File: config.mk
export PLATFORM = sky130hd
export DESIGN_NAME = dfs_ram
export DESIGN_NICKNAME = d
export VERILOG_FILES = /design/src/design/dfs_ram.sv
export SDC_FILE = /design/constraint.sdc
export NUM_CORES = 1
export LEC_CHECK = 0
export ABC_AREA = 1
export ABC_CLOCK_PERIOD_IN_PS = 6650
export BUFFER_PORTS_ARGS = -buffer_cell sky130_fd_sc_hd__buf_2
export CORE_MARGIN = 2
export CORE_UTILIZATION = 55
export DETAILED_ROUTE_END_ITERATION = 6
export HOLD_SLACK_MARGIN = 0.12
export PLACE_DENSITY = 0.8
export SETUP_SLACK_MARGIN = 0.02
export SLEW_MARGIN = 15
export SYNTH_ARGS = -nofsm -noshare
export SYNTH_HDL_FRONTEND = slang
export SYNTH_SLANG_ARGS = --single-unit
File: constraint.sdc
create_clock -name clk -period 6.65 [get_ports clk]
set_input_delay 1.33 -clock clk [delete_from_list [all_inputs] [get_ports clk]]
set_output_delay 1.33 -clock clk [all_outputs]
set_load 0.03 [all_outputs]
File: src/design/dfs_ram.sv
// Generic single-write, single-read RAM with registered read data.
module dfs_ram #(
  parameter int WIDTH = 8,
  parameter int DEPTH = 64
) (
  input  logic                     clk,
  input  logic                     we,
  input  logic [$clog2(DEPTH)-1:0] waddr,
  input  logic [WIDTH-1:0]         wdata,
  input  logic                     re,
  input  logic [$clog2(DEPTH)-1:0] raddr,
  output logic [WIDTH-1:0]         rdata
);

  logic [WIDTH-1:0] mem [DEPTH];

  // Write port
  always_ff @(posedge clk) begin
    if (we) begin
      mem[waddr] <= wdata;
    end
  end

  // Registered read, hold data when not reading
  always_ff @(posedge clk) begin
    if (re) begin
      rdata <= mem[raddr];
    end
  end

endmodule

==> metrics.txt <==
Buf/Inv on CP 3; max-cap violation count 0; area grow syn2layout 8.77%; number of DRC markers in iteration 0 2096; GRT Util Overall 0.251; Core ar. 38600 sq um; post-CTS setup buffer count 0; post-synth cell types 15; Critical Path AT roughly 4.3 ns; die boundary height 201 um; Top Metal Used met5; Worst path slowest cell inv_6; RePlAce Congestion about 0.84; met3 WL roughly 5600 um; area taken by multi-input logic gates between 4000 and 5000 sq um; Max Root-Sink Buffers 3; layout cells sized above 1 0.0706; WS Path Type in -> reg; worst slew pin tran 1.23 ns; initial antenna violation count 1; Port Buffers 30; flop-to-flop setup slack about 5.1 ns; Hold Crit Class reg -> reg; worst vdd ir between 150 and 200 uV; Hold WS between 0.8 and 0.9 ns; Die Area ~40000 sq um; Cells after Synth around 1800; Rows 72; final WL approximately 50000 um; Post-route DRC 0; Die Width 201 um; grt ovf 0; final setup TNS 0 ns; CTS resizes 0; TritonCTS clock tree done; Pre-antenna DRT Iters 6; Max Freq 0.260 GHz; most frequent cells in the layout nand2_1, edfxtp_1, nand3_1, nor2_1, clkbuf_16; number of buffers created by CTS 51; CP peak stage delay 0.79 ns; unrepaired setup endpoints after global routing no; pin count of the biggest net entering global routing around 120; Reg-to-Reg End rdata[5]$_DFFE_PP_; commonest non-fill, non-tap cell in the layout nand2_1; Layout Skew approximately 0.023 ns; Crit path required time ~7 ns; Rel. slew slack 0.180; register area around 16000 sq um; Min-Delay Startpoint mem[44][1]$_DFFE_PP_; CTS Sinks 520; Initial Util 0.556; syn avg cell area about 12 sq um; post-DP HPWL about 28000 um; first-pass GRT wire length a little under 80000 um; cell leakage power about 8.3 nW; worst hold path cell count 8; Crit path max-delay family buffers and inverters; Synth warnings 0; vias in the first global route ~14000; worst reg2reg startpoint mem[27][5]$_DFFE_PP_; antenna viol nets, final 0; CP Cell Sequence buf_6, inv_6, buf_4, nand2_1, nand3_1, nand3_1, nand2_1, nand2_1, nand3_1, nand3_1, nand2_1; Crit Path Max Fanout 122; startpoint types input pin; Power Dens Cells between 200 and 300 nW/um^2; R2R depth 8; Final Core Density 0.604; final setup vio count 0; Synth Cell Area 21400 sq um; Pins Over Slew Limit 0; met2 routed WL 23400 um; Final Hold Fails 0; n_diodes 0; syn_nets ~1800; Crit. End Element flop; Vias/cell between 5 and 6; hold endpoint rdata[1]$_DFFE_PP_; NumNets Final around 1800; IO Pins 31; # hold bufs at CTS 0; H-tree depth 2; Final Cycle Share 0.577; Synth Register Bits between 500 and 600; CTS Root Cell clkbuf_16; clock slew at reported path FFs about 0.06 ns; fillcell total about 2900; average wire per standard cell roughly 21 um; M1 WL approximately 19000 um; vias post-DR between 10000 and 15000; status completed; clk_lat worst skew between 0.5 and 0.6 ns; fin crit period 3.84 ns; register area share after synthesis 0.729
-- worst max-delay path by stage --
stage / end / cells after the start / startpoint
after CTS: rdata[6]$_DFFE_PP_ / 11 / raddr[0]
after floorplan: mem[48][0]$_DFFE_PP_ / 3 / we
after global placement: rdata[4]$_DFFE_PP_ / 11 / raddr[0]
after global routing: rdata[4]$_DFFE_PP_ / 11 / raddr[0]
final: rdata[6]$_DFFE_PP_ / 11 / raddr[0]
after detailed placement: rdata[6]$_DFFE_PP_ / 11 / raddr[0]
-- Yosys cell counts --
| master | count | area share |
|---|---|---|
| buf_6 | 35 | 0.018 |
| clkbuf_1 | 15 | 0.0026 |
| buf_4 | 14 | 0.0049 |
| buf_1 | 10 | 0.0018 |
| inv_2 | 1 | 0.00018 |
| nand3_1 | 439 | 0.10 |
| nand2_1 | 648 | 0.11 |
| edfxtp_1 | 520 | 0.73 |
| buf_2 | 37 | 0.0086 |
| inv_6 | 1 | 0.00041 |
| buf_8 | 2 | 0.0014 |
| nor2_1 | 56 | 0.0098 |
| nand4_1 | 9 | 0.0026 |
| inv_1 | 10 | 0.0018 |
| nor4_1 | 8 | 0.0023 |
-- where the power goes --
part           switching, mW  internal (mW)  leakage [nW]  total (mW)
combinational          0.318         0.0947          2.83       0.412
clock                   1.18           1.70         0.819        2.88
sequential           0.00819           3.64          4.69        3.64
-- state kept, by name, indices dropped and copies added, names as in the netlist --
name and cells:
mem 512, rdata 8
-- worst register-to-register path: stages, from the launching register on --
cell,delay [ns]
edfxtp_1,0.36
nand2_1,0.07
nand3_1,0.08
nand3_1,0.15
nand2_1,0.07
nand2_1,0.08
nand3_1,0.29
nand3_1,0.20
nand2_1,0.07
-- layer usage --
metal / GRT usage / up-vias
met4: 0.105 / 2
li1: - / 6343
met3: 0.0588 / 148
met2: 0.396 / 863
met1: 0.337 / 6742
met5: 0 / -
-- logic make-up after synthesis --
logic type | share of synthesized area
flip-flops | 0.729
AND/OR/NAND/NOR | 0.231
buffers and inverters | 0.0401
-- cell type report --
cell class / instances / share of cell area
multi-input cells: 1160 / 0.212
flip-flops and latches: 520 / 0.670
inverters: 12 / 0.00226
well taps: 518 / 0.0278
clock inverters: 33 / 0.0149
clock buffers: 61 / 0.0573
repair buffers: 56 / 0.0152
-- stage by stage --
step | cells | power [mW] | worst slack, ns | cell area [sq um]
2_1_floorplan | 1805 | 3.97 | 3.55 | 21400
3_3_place_gp | 2266 | 4.10 | 2.34 | 21600
3_5_place_dp | 2266 | 4.11 | 2.35 | 21600
4_1_cts | 2360 | 6.95 | 2.92 | 23300
5_1_grt | 2360 | 7.13 | 2.68 | 23300
6_report | 2360 | 6.94 | 2.81 | 23300
Power figures use the tool's default switching activity.
